===== config.mk =====
export PLATFORM = sky130hd
export DESIGN_NAME = lcd_window_fill_sequencer
export DESIGN_NICKNAME = d
export VERILOG_FILES = /design/src/rtl/lwfs_pkg.sv /design/src/rtl/lwfs_step.sv /design/src/rtl/lcd_window_fill_sequencer.sv
export VERILOG_INCLUDE_DIRS = /design/src /design/src/rtl
export SDC_FILE = /design/constraint.sdc
export NUM_CORES = 1
export LEC_CHECK = 0
export ABC_CLOCK_PERIOD_IN_PS = 18350
export BUFFER_PORTS_ARGS = -buffer_cell sky130_fd_sc_hd__buf_2
export CAP_MARGIN = 25
export CORE_ASPECT_RATIO = 1.2
export CORE_UTILIZATION = 25
export DETAILED_ROUTE_END_ITERATION = 6
export SLEW_MARGIN = 20
export SYNTH_ARGS = -nofsm -noshare
export SYNTH_HDL_FRONTEND = slang
export SYNTH_HIERARCHICAL = 1
export SYNTH_SLANG_ARGS = --single-unit

===== constraint.sdc =====
create_clock -name i_clk -period 18.35 [get_ports i_clk]
set_input_delay 1.835 -clock i_clk [delete_from_list [all_inputs] [get_ports i_clk]]
set_output_delay 1.835 -clock i_clk [all_outputs]
set_load 0.005 [all_outputs]

===== src/rtl/lcd_window_fill_sequencer_defines.svh =====
// ----------------------------------------------------------------------------
// lcd_window_fill_sequencer_defines
// Assertion macros used by the top RTL file of the window fill sequencer.
// ----------------------------------------------------------------------------
`ifndef LCD_WINDOW_FILL_SEQUENCER_DEFINES_SVH
`define LCD_WINDOW_FILL_SEQUENCER_DEFINES_SVH

// Same-cycle implication, disabled while reset is asserted.
`define LWFS_ASSERT_IMPL(label, clk, rst_n, ante, cons) \
    label: assert property (@(posedge clk) disable iff (!(rst_n)) (ante) |-> (cons)) \
        else $error("lwfs assertion failed");

// Next-cycle implication, disabled while reset is asserted.
`define LWFS_ASSERT_NEXT(label, clk, rst_n, ante, cons) \
    label: assert property (@(posedge clk) disable iff (!(rst_n)) (ante) |=> (cons)) \
        else $error("lwfs assertion failed");

`endif


===== src/rtl/lwfs_pkg.sv =====
// ----------------------------------------------------------------------------
// lwfs_pkg
// Types and opcodes shared by the window fill sequencer modules.
// ----------------------------------------------------------------------------
`default_nettype none

package lwfs_pkg;

    localparam logic [7:0] OP_COLSET = 8'h2a;
    localparam logic [7:0] OP_ROWSET = 8'h2b;
    localparam logic [7:0] OP_MEMWR  = 8'h2c;

    localparam logic [2:0] HDR_LAST = 3'd4;

    localparam logic        KIND_START   = 1'b0;
    localparam logic        KIND_ADVANCE = 1'b1;

    typedef enum logic [4:0] {
        PH_IDLE   = 5'b00001,
        PH_COLSET = 5'b00010,
        PH_ROWSET = 5'b00100,
        PH_MEMWR  = 5'b01000,
        PH_PIXELS = 5'b10000
    } t_phase;

    typedef struct packed {
        t_phase      phase;
        logic [2:0]  header_index;
        logic [15:0] x_start;
        logic [15:0] x_end;
        logic [15:0] y_start;
        logic [15:0] y_end;
        logic [15:0] color;
        logic [31:0] pixels_left;
        logic        low_half_next;
    } t_state;

    typedef struct packed {
        logic [7:0] byte_out;
        logic       is_data;
        logic       release_select;
        logic       draw_done;
    } t_result;

    localparam t_state STATE_RESET = '{
        phase:         PH_IDLE,
        header_index:  3'd0,
        x_start:       16'd0,
        x_end:         16'd0,
        y_start:       16'd0,
        y_end:         16'd0,
        color:         16'd0,
        pixels_left:   32'd0,
        low_half_next: 1'b0
    };

endpackage

`default_nettype wire


===== src/rtl/lwfs_step.sv =====
// ----------------------------------------------------------------------------
// lwfs_step
// Next-state and result logic for one item of the window fill sequencer.
// ----------------------------------------------------------------------------
`default_nettype none

module lwfs_step (
    input  wire lwfs_pkg::t_state  i_state,
    input  wire logic              i_kind,
    input  wire logic [15:0]       i_left_x,
    input  wire logic [15:0]       i_top_y,
    input  wire logic [15:0]       i_rect_width,
    input  wire logic [15:0]       i_rect_height,
    input  wire logic [15:0]       i_fill_color,
    output lwfs_pkg::t_state       o_state,
    output logic                   o_res_valid,
    output lwfs_pkg::t_result      o_result
);
    import lwfs_pkg::*;

    // Opcode at index 0, then start and end big-endian; release on the last.
    function automatic t_result header_byte(input logic [2:0] idx, input logic [7:0] op,
                                            input logic [15:0] s, input logic [15:0] e);
        t_result r;
        r = '0;
        case (idx)
            3'd0: begin
                r.byte_out = op;
            end
            3'd1: begin
                r.byte_out = s[15:8];
                r.is_data  = 1'b1;
            end
            3'd2: begin
                r.byte_out = s[7:0];
                r.is_data  = 1'b1;
            end
            3'd3: begin
                r.byte_out = e[15:8];
                r.is_data  = 1'b1;
            end
            default: begin
                r.byte_out       = e[7:0];
                r.is_data        = 1'b1;
                r.release_select = 1'b1;
            end
        endcase
        return r;
    endfunction

    logic last_pixel;

    assign last_pixel = (i_state.pixels_left <= 32'd1);

    always_comb begin
        o_state     = i_state;
        o_res_valid = 1'b0;
        o_result    = '0;
        if (i_kind == KIND_START) begin
            // start while busy is dropped
            if (i_state.phase == PH_IDLE) begin
                o_state.x_start       = i_left_x;
                o_state.x_end         = i_left_x + i_rect_width - 16'd1;
                o_state.y_start       = i_top_y;
                o_state.y_end         = i_top_y + i_rect_height - 16'd1;
                o_state.color         = i_fill_color;
                o_state.pixels_left   = 32'(i_rect_width) * 32'(i_rect_height);
                o_state.low_half_next = 1'b0;
                o_state.header_index  = 3'd0;
                o_state.phase         = PH_COLSET;
            end
        end else begin
            case (i_state.phase)
                PH_COLSET, PH_ROWSET: begin
                    o_res_valid = 1'b1;
                    if (i_state.phase == PH_COLSET) begin
                        o_result = header_byte(i_state.header_index, OP_COLSET,
                                               i_state.x_start, i_state.x_end);
                    end else begin
                        o_result = header_byte(i_state.header_index, OP_ROWSET,
                                               i_state.y_start, i_state.y_end);
                    end
                    if (i_state.header_index >= HDR_LAST) begin
                        o_state.header_index = 3'd0;
                        o_state.phase = (i_state.phase == PH_COLSET) ? PH_ROWSET : PH_MEMWR;
                    end else begin
                        o_state.header_index = i_state.header_index + 3'd1;
                    end
                end
                PH_MEMWR: begin
                    o_res_valid             = 1'b1;
                    o_result.byte_out       = OP_MEMWR;
                    o_result.release_select = 1'b1;
                    if (i_state.pixels_left == 32'd0) begin
                        // zero-area window ends here
                        o_result.draw_done = 1'b1;
                        o_state.phase      = PH_IDLE;
                    end else begin
                        o_state.low_half_next = 1'b0;
                        o_state.phase         = PH_PIXELS;
                    end
                end
                PH_PIXELS: begin
                    o_res_valid      = 1'b1;
                    o_result.is_data = 1'b1;
                    if (!i_state.low_half_next) begin
                        o_result.byte_out     = i_state.color[15:8];
                        o_state.low_half_next = 1'b1;
                    end else begin
                        o_result.byte_out       = i_state.color[7:0];
                        o_result.release_select = last_pixel;
                        o_result.draw_done      = last_pixel;
                        o_state.low_half_next   = 1'b0;
                        if (i_state.pixels_left != 32'd0) begin
                            o_state.pixels_left = i_state.pixels_left - 32'd1;
                        end
                        if (last_pixel) begin
                            o_state.pixels_left = 32'd0;
                            o_state.phase       = PH_IDLE;
                        end
                    end
                end
                default: begin
                    // idle advance: no result, no change
                    o_state = i_state;
                end
            endcase
        end
    end

endmodule

`default_nettype wire


===== src/rtl/lcd_window_fill_sequencer.sv =====
// ----------------------------------------------------------------------------
// lcd_window_fill_sequencer
// Turns a window fill request into the byte stream for a serial RGB565 panel.
// ----------------------------------------------------------------------------
// A start item (kind 0) latches the window and color; each advance item
// (kind 1) yields one byte: column-set, row-set and memory-write headers,
// then width*height pixels high byte first. One item is accepted per clock
// while o_in_ready is high: the state register and the result register
// update on the same edge. o_in_ready drops only while the result register
// holds a byte that the sink has not taken. Starts during a fill and
// advances while idle are consumed without a result.
`default_nettype none

`include "lcd_window_fill_sequencer_defines.svh"

module lcd_window_fill_sequencer (
    input  wire logic        i_clk,
    input  wire logic        i_rst_n,
    input  wire logic        i_in_valid,
    output logic             o_in_ready,
    input  wire logic        i_kind,
    input  wire logic [15:0] i_left_x,
    input  wire logic [15:0] i_top_y,
    input  wire logic [15:0] i_rect_width,
    input  wire logic [15:0] i_rect_height,
    input  wire logic [15:0] i_fill_color,
    output logic             o_out_valid,
    input  wire logic        i_out_ready,
    output logic [7:0]       o_byte_out,
    output logic             o_is_data,
    output logic             o_release_select,
    output logic             o_draw_done
);
    import lwfs_pkg::*;

    t_state  r_state;
    t_state  n_state;
    t_result r_result;
    t_result n_result;
    logic    r_out_valid;
    logic    n_res_valid;
    logic    in_accept;

    assign o_in_ready = !r_out_valid || i_out_ready;
    assign in_accept  = i_in_valid && o_in_ready;

    lwfs_step u_step (
        .i_state       (r_state),
        .i_kind        (i_kind),
        .i_left_x      (i_left_x),
        .i_top_y       (i_top_y),
        .i_rect_width  (i_rect_width),
        .i_rect_height (i_rect_height),
        .i_fill_color  (i_fill_color),
        .o_state       (n_state),
        .o_res_valid   (n_res_valid),
        .o_result      (n_result)
    );

    always_ff @(posedge i_clk) begin
        if (!i_rst_n) begin
            r_state     <= STATE_RESET;
            r_out_valid <= 1'b0;
        end else begin
            if (in_accept) begin
                r_state <= n_state;
            end
            if (in_accept && n_res_valid) begin
                r_out_valid <= 1'b1;
            end else if (i_out_ready) begin
                r_out_valid <= 1'b0;
            end
        end
    end

    always_ff @(posedge i_clk) begin
        if (in_accept && n_res_valid) begin
            r_result <= n_result;
        end
    end

    assign o_out_valid      = r_out_valid;
    assign o_byte_out       = r_result.byte_out;
    assign o_is_data        = r_result.is_data;
    assign o_release_select = r_result.release_select;
    assign o_draw_done      = r_result.draw_done;

    `LWFS_ASSERT_IMPL(a_phase_onehot, i_clk, i_rst_n, 1'b1, $onehot(r_state.phase))
    `LWFS_ASSERT_IMPL(a_done_releases, i_clk, i_rst_n, o_out_valid && o_draw_done,
                      o_release_select)
    `LWFS_ASSERT_IMPL(a_cmd_opcode, i_clk, i_rst_n, o_out_valid && !o_is_data,
                      o_byte_out == OP_COLSET || o_byte_out == OP_ROWSET ||
                      o_byte_out == OP_MEMWR)
    `LWFS_ASSERT_IMPL(a_pixels_nonzero, i_clk, i_rst_n, r_state.phase == PH_PIXELS,
                      r_state.pixels_left != 32'd0)
    `LWFS_ASSERT_NEXT(a_busy_advance_emits, i_clk, i_rst_n,
                      in_accept && i_kind == KIND_ADVANCE && r_state.phase != PH_IDLE,
                      o_out_valid)

endmodule

`default_nettype wire


* Word-level counts from Yosys, hierarchy flattened
Index checks and enable logic that the tools add are counted.
** Operators by class
- Order comparisons :: 2
- Mux-type cells :: 32
- Bitwise operators :: 1
- Multipliers :: 1
- Add/sub/neg operators :: 6
- Equality and inequality tests :: 18
- Reduce and logical (&&, ||, !) cells :: 17
** Operators by type and width (count)
- 2-to-1 mux 121 bit :: 2
- 2-to-1 mux 32 bit :: 4
- one-hot mux 8 bit (4 select lines) :: 2
- adder 16 bit :: 2
- <= comparator 32 x 1 -> 1 bit, second input constant :: 1
- zero test 32 bit :: 1
- multiplier 16 x 16 -> 32 bit :: 1
- nonzero test 32 bit :: 1
- subtractor 16 x 1 -> 16 bit, second input constant :: 2
- subtractor 32 x 1 -> 32 bit, second input constant :: 1
- one-hot mux 8 bit (3 select lines) :: 1
- 2-to-1 mux 5 bit :: 4
- one-hot mux 5 bit (3 select lines) :: 1
- 2-to-1 mux 11 bit :: 1
- 2-to-1 mux 1 bit :: 9
- 2-to-1 mux 8 bit :: 1
- OR reduction 4 bit :: 2
- equality test 3 x 2 -> 1 bit, second input constant :: 2
- 2-to-1 mux 3 bit :: 2
- inequality test 2 x 1 -> 1 bit, second input constant :: 3
- inequality test 3 x 1 -> 1 bit, second input constant :: 2
- inequality test 3 x 2 -> 1 bit, second input constant :: 2
- inequality test 3 bit, second input constant :: 2
- one-hot mux 2 bit (3 select lines) :: 1
- 23 further kinds :: 27
** Storage, ports and cells
- Flip-flop bits (word level) :: 133
- Output and inout port bits :: 13
- Logic and storage cells :: 91

* Logic depth before layout (Yosys ltp)
Gate-level depths: netlist of run 1.
- Depth after elaboration :: 6
- Mapped depth :: 25
- Mapped depth without buffers :: 23

* Cells and area by module
The synthesis of run 1 kept the hierarchy.
** By module, submodules not included
- lwfs_step :: area each 13156.4 sq um, seq. area each 0.0 sq um, times used 1, cells each 1840
- lcd_window_fill_sequencer :: area each 5167.5 sq um, seq. area each 2772.7 sq um, times used 1, cells each 542

* Least setup slack after synthesis of run 1
OpenSTA, ideal clock, no wires.
- Path type :: in2reg
- Start :: input port i_rect_height[4]
- End :: register r_state[30] (netlist bit)
- Arrival :: 7.301 ns
- Data required time :: 18.230 ns
- Cell stages on the path :: 24
- Library setup time :: 0.120 ns
- Setup slack :: 10.930 ns
- Cell sequence :: inv_1 buf_1 nor2_1 fa_1 inv_1 fa_1 inv_1 fa_1 fa_1 fa_1 inv_1 fa_1 inv_1 ha_1 a21o_1 a21oi_1 nand3b_1 a211o_1 nand4_1 o2111ai_1 nor4b_1 or3_1 nand2_1 mux2i_1
** RTL lines
- start: declaration :: RTL line lcd_window_fill_sequencer.sv:25 : input wire logic [15:0] i_rect_height,
- end signal: assignment :: RTL line lcd_window_fill_sequencer.sv:66 : r_state <= n_state;
- end: declaration :: RTL line lcd_window_fill_sequencer.sv:36 : t_state r_state;

==> results of run 1 <==
[metrics by stage]
| step | power (mW) | hold slack (ps) | util (%) |
|---|---|---|---|
| after global placement | 2.70 | 456 | 27.0 |
| after floorplan | 2.14 | 434 | - |
| after global routing | 3.45 | 488 | 27.8 |
| after CTS | 3.11 | 475 | 27.8 |
| final | 3.10 | 471 | 27.8 |
| after detailed placement | 2.71 | 466 | 27.0 |
[synthesized netlist by cell type (6+ instances only)]
library cell	instances
a211oi_1	9
nand3_1	30
xor2_1	31
edfxtp_1	11
o22ai_1	17
a22oi_1	6
clkbuf_1	94
inv_1	349
or3_1	13
a31oi_1	11
buf_2	10
a21o_1	14
xnor2_1	37
nor4_1	9
nor2_1	160
nand4_1	7
buf_6	10
a221oi_1	7
o21a_1	12
a21oi_1	76
fa_1	196
mux2i_1	131
o21ai_0	111
o211ai_1	16
nand2b_1	9
nor3_1	38
ha_1	169
nand2_1	560
a222oi_1	9
and2_1	21
dfxtp_1	122
nor2b_1	6
[critical path, cell delays in order]
cell and delay, ps:
buf_2 210, clkinv_1 450, nor2_1 330, fa_1 490
fa_1 520, fa_1 430, fa_1 460, fa_1 500
inv_1 50, fa_1 470, inv_1 40, ha_1 320
a21oi_1 380, nand3b_1 120, a211o_1 290, nand4_1 100
o2111ai_1 180, nor4b_1 190, or3_1 360, nand2_1 60
mux2i_1 80
[worst max-delay path by stage]
stage	endpoint	slack [ps]	depth (start not counted)
after floorplan	r_state[30]$_SDFFE_PN0P_	10930	24
after global placement	r_state[30]$_SDFFE_PN0P_	10370	21
after detailed placement	r_state[30]$_SDFFE_PN0P_	10320	21
after CTS	r_state[30]$_SDFFE_PN0P_	10810	21
after global routing	r_state[30]$_SDFFE_PN0P_	10490	21
final	r_state[30]$_SDFFE_PN0P_	10760	21
[cells in the final DEF, fill, tap and decap left out, types with 4 or more instances in the layout]
cell and instances:
nand2_1 559, or3_1 13, nor2b_1 6, nor4_1 9, inv_1 349, buf_4 10, nand2b_1 9, o211ai_1 16
o21ai_0 111, xor2_1 31, ha_1 169, nor2_1 159, a21oi_1 76, a221oi_1 7, fa_1 196, a31oi_1 11
nand3_1 30, mux2i_1 131, nor3_1 38, a211oi_1 9, clkinv_1 5, a22oi_1 6, nand4_1 7, edfxtp_1 11
or2_2 5, mux2_2 4, buf_2 96, clkbuf_16 17, a222oi_1 9, bufinv_16 4, a21o_1 14, and3_1 5
dfxtp_1 122, o21a_1 12, o22ai_1 17, and2_1 20, a22o_1 4, xnor2_1 37
[routing by layer]
layer / GRT usage (%) / share of wire (%) / vias to the layer above
met1: 20.4 / 45 / 7805
met3: 2.25 / 5.9 / 79
met2: 24.0 / 46 / 517
li1: - / - / 7658
met4: 4.84 / 2.6 / 4
met5: 0 / 0.041 / -
[final cells by class]
cell class	count	share of cell area, %
clock inverters	13	0.974
flip-flops and latches	133	13.7
repair buffers	107	2.81
multi-input cells	1774	67.9
well taps	935	5.80
inverters	355	6.61
clock buffers	19	2.20
[power by group through the flow]
stage	registers, mW	clock network [mW]	logic (mW)
global placement	0.355	0	2.34
finish	0.350	0.380	2.37
global route	0.354	0.399	2.70
floorplan	0.347	0	1.79
detailed placement	0.355	0	2.35
CTS	0.349	0.386	2.37
[cell families after synthesis]
kind of cell / after synthesis
adder cells (fa/ha/maj): 365
buffers and inverters: 475
flip-flops: 133
multiplexers: 135
AND/OR/NAND/NOR: 880
AO/OA/AOI/OAI: 326
XOR/XNOR: 68
[state kept, by name (all words and copies together) (netlist names)]
register,count
o_byte_out,8
o_draw_done,1
o_is_data,1
o_out_valid,1
o_release_select,1
r_state,121
==> impl_metrics.json, run 1 <==
{
  "cts_hold_buffers": 0,
  "start_util_pct": 25.3,
  "drv_slew": 0,
  "synth_xor_area_share_pct": 3.25,
  "syn_inst": 2382,
  "synth.top_cell.area_share_pct": 21.4,
  "critPathLaunchType": "primary input",
  "cts.clk_slew.worst_paths_ps": 70,
  "yosysWarnings": 6,
  "grt_max_degree": 139,
  "die_h_um": 299,
  "synth_cell_types": 74,
  "required_ps": 18640,
  "ys.flop_type": "dfxtp_1",
  "regToRegSetupSlack_ps": 14710,
  "layout.nets": 2838,
  "ys_seq_area_share_pct": 15.1,
  "wirelength_mm": 56.0,
  "ant_nets": 0,
  "ff2ff_path_depth": 9,
  "multiInputGateArea_um2": 13700,
  "p_switching_mw": 1.58,
  "r2r-end": "r_state[30]$_SDFFE_PN0P_",
  "synth_area_um2": 18300,
  "yosys-top-cells-area": "fa_1 21%, dfxtp_1 13%, ha_1 12%",
  "period_needed_ps": 7590,
  "core-area_um2": 72400,
  "area_growth_pct": 10.1,
  "min_to": "r_state[38]$_SDFFE_PN0P_",
  "dp_hpwl_mm": 43.9,
  "clockBufferDepth": 2,
  "worst_slack_ps": 10760,
  "critPathArrivalTime_ps": 7880,
  "stdcell_count": 3336,
  "max_slew_margin_pct": 31.1,
  "p_int_mw": 1.52,
  "rows": 108,
  "synth_top_family_by_area": "adder cells",
  "final.setup.tns_ps": 0,
  "grt_pass1_vias": 15100,
  "power_density_nw_per_um2": 154,
  "worstHoldStart": "r_state[38]$_SDFFE_PN0P_",
  "p_clk_share_pct": 12.3,
  "netSwitchingFraction_pct": 51.1,
  "seqCellArea_um2": 2770,
  "drc": 0,
  "post-place-cells": 3304,
  "regToRegStartpoint": "r_state[4]$_SDFFE_PN0P_",
  "postCtsSetupBuffers": 0,
  "grtUsageTotal_pct": 14.9,
  "p_seq_share_pct": 11.3,
  "syn_area_per_cell_um2": 7.69,
  "ir_drop_mv": 0.171,
  "endpoint_kind": "flip-flop",
  "drtIter0Drc": 1173,
  "synth_edf_count": 11,
  "firstDrtPassIters": 5,
  "routed_via_density": 4.82,
  "grt-ovfl-total": 0,
  "fin_area_um2": 20200,
  "cp_max_fo": 9,
  "io_pins": 98,
  "cts_num_sinks": 133,
  "globalplace.congestion": 0.915,
  "rsz0062_at_grt": "no",
  "fp.dieW_um": 249,
  "finalClockSkew_ps": 13.4,
  "period_share_pct": 41.3,
  "vias": 16100,
  "place_area_um2": 19500,
  "crit_type": "primary input to flip-flop",
  "diodes": 0,
  "min_path_cells": 2,
  "nFillCells": 7921,
  "die_area_um2": 74400,
  "outcome": "finished clean",
  "cts_inserted_buffers": 17,
  "hold_violations": 0,
  "synth_area_leader_cell": "fa_1",
  "syn_nets": 2832,
  "synthArstFlopShare_pct": 0,
  "power.share.combinational_pct": 76.5,
  "io_buffers": 97,
  "wire_per_inst_um": 16.8,
  "htree_num_levels": 4,
  "antenna_found_initial": 2,
  "cts-resized-gates": 0,
  "p_leak_nw": 9.48,
  "worstSetupStartpoint": "i_rect_height[14]",
  "worst_pin_slew_ps": 1030,
  "dp_slack_ps": 10320,
  "hold_class": "flip-flop to flip-flop",
  "maxCapViolCount": 0,
  "root_buffer": "clkbuf_16",
  "fmax_mhz": 132,
  "clk_latency_ps": 430,
  "synth-simple-area-share_pct": 20.1,
  "synthAdderAreaFrac_pct": 33.0,
  "synthMuxAreaShare_pct": 7.40,
  "grt_pass1_wl_mm": 86.5,
  "synth-seq-cells": 133,
  "setup_violations": 0,
  "synth_compound_area_share_pct": 11.0,
  "drive_gt1_share_pct": 6.58,
  "cts_tree": "built"
}
(Power assumes the default switching activity.)
==> run 2, diff against run 1 <==
ABC_CLOCK_PERIOD_IN_PS = 7400   (was 18350)
clock period = 7.4 ns   (was 18.35 ns; I/O delays follow)
==> run 2 against run 1 <==
  * Cell area is essentially flat
  * Clock skew shrank 4.5 ps
  * Wire length shrank 0.66%
  * Cell count grew 0.18%
  * Worst setup slack lost 9900 ps
  * Non-clock buffer count grew 6
  * Sequential power grew 150%
  * Die area is the same
  * Power grew 150%
  * Register-to-register slack lost 11000 ps
  * First-iteration DRC count grew 0.51%
  * Critical path type unchanged
==> impl_metrics.json, run 2 (same netlist as run 1, synthesis figures left out) <==
{
  "outcome": "finished clean",
  "ant_nets": 0,
  "grt_pass1_wl_mm": 86.2,
  "rsz0062_at_grt": "no",
  "core-area_um2": 72400,
  "htree_num_levels": 4,
  "finalClockSkew_ps": 8.94,
  "seqCellArea_um2": 2770,
  "maxCapViolCount": 0,
  "largest_reg_flops": 121,
  "fp.dieW_um": 249,
  "drtIter0Drc": 1179,
  "final_common_cell": "nand2_1",
  "layout.nets": 2844,
  "grt_pass1_vias": 15100,
  "drv_slew": 0,
  "stdcell_count": 3342,
  "globalplace.congestion": 0.936,
  "post-place-cells": 3310,
  "firstDrtPassIters": 6,
  "worst_pin_slew_ps": 984,
  "period_needed_ps": 6490,
  "critPathArrivalTime_ps": 6790,
  "postCtsSetupBuffers": 0,
  "dp_hpwl_mm": 43.7,
  "power_density_nw_per_um2": 377,
  "hold_class": "flip-flop to flip-flop",
  "cp_max_fo": 15,
  "wirelength_mm": 55.6,
  "crit_type": "primary input to flip-flop",
  "cts-resized-gates": 0,
  "die_area_um2": 74400,
  "root_buffer": "clkbuf_16",
  "grt-ovfl-total": 0,
  "cts_tree": "built",
  "period_share_pct": 87.8,
  "io_buffers": 97,
  "cts_hold_buffers": 0,
  "grtUsageTotal_pct": 14.8,
  "start_util_pct": 25.3,
  "endpoint_kind": "flip-flop",
  "grt_max_degree": 156,
  "drc": 0,
  "clockBufferDepth": 2,
  "critPathLaunchType": "primary input",
  "cts_inserted_buffers": 17,
  "setup_violations": 0,
  "die_h_um": 299,
  "p_leak_nw": 9.49,
  "finish.utilization_pct": 27.9,
  "clk_latency_ps": 430,
  "final_cell_mix": "559 x nand2_1, 349 x inv_1, 196 x fa_1",
  "max_slew_margin_pct": 34.4,
  "cts_num_sinks": 133,
  "final.setup.tns_ps": 0,
  "io_pins": 98,
  "ir_drop_mv": 0.413,
  "fmax_mhz": 154,
  "hold_violations": 0,
  "nFillCells": 7907,
  "cts.clk_slew.worst_paths_ps": 70,
  "regMostFlops": "r_state",
  "multiInputGateArea_um2": 13700,
  "wire_per_inst_um": 16.6,
  "routed_via_density": 4.82,
  "drive_gt1_share_pct": 6.81,
  "vias": 16100,
  "antenna_found_initial": 2,
  "required_ps": 7700,
  "area_growth_pct": 10.1,
  "diodes": 0,
  "rows": 108
}
## run 2: metal layers
layer | GRT usage [%] | wire (um) | up-vias
met3 | 1.85 | 3310 | 87
met1 | 20.3 | 25200 | 7820
li1 | - | - | 7674
met2 | 24.3 | 25900 | 514
met5 | 0 | 0 | -
met4 | 4.31 | 1260 | 0
## run 2: final timing paths
check / endpoint / from / slack (ps) / cells after the start
setup / recovery: r_state[30]$_SDFFE_PN0P_ / i_rect_height[4] / 910 / 24
setup reg to reg: o_byte_out[2]$_DFFE_PP_ / r_state[115]$_SDFFE_PN0P_ / 3780 / 6
hold / removal: r_state[43]$_SDFFE_PN0P_ / r_state[43]$_SDFFE_PN0P_ / 470 / 2
hold reg to reg: r_state[43]$_SDFFE_PN0P_ / r_state[43]$_SDFFE_PN0P_ / 470 / 2
## run 2: final cells by class
class                   instances  share of cell area (%)
clock buffers                  18                    2.13
well taps                     935                    5.80
flip-flops and latches        133                    13.7
multi-input cells            1774                    67.8
inverters                     355                    6.60
repair buffers                113                    3.04
clock inverters                14                   0.868
## run 2: through the flow
stage	power [mW]	hold WS, ps	worst slack, ps	cell area, um^2
4_1_cts	7.65	473	938	20200
3_3_place_gp	6.70	457	546	19600
5_1_grt	8.45	489	525	20200
2_1_floorplan	5.30	434	1070	18300
3_5_place_dp	6.71	464	496	19600
6_report	7.61	472	906	20200
## run 2: critical path, cell delays in order
cell,delay (ps)
buf_2,130
inv_1,480
nor2_1,140
fa_1,560
inv_1,50
fa_1,470
inv_1,50
fa_1,480
fa_1,510
fa_1,490
inv_1,50
fa_1,470
inv_1,40
ha_1,340
a21o_1,210
a21oi_1,210
nand3b_1,100
a211o_1,290
nand4_1,100
o2111ai_1,190
nor4b_1,190
or3_1,370
nand2_1,60
mux2i_1,80
## run 2: where the power goes
part,internal (mW),switching (mW),leakage (nW)
Combinational,2.38,3.48,8.11
Sequential,0.795,0.0719,1.09
Clock,0.533,0.359,0.293
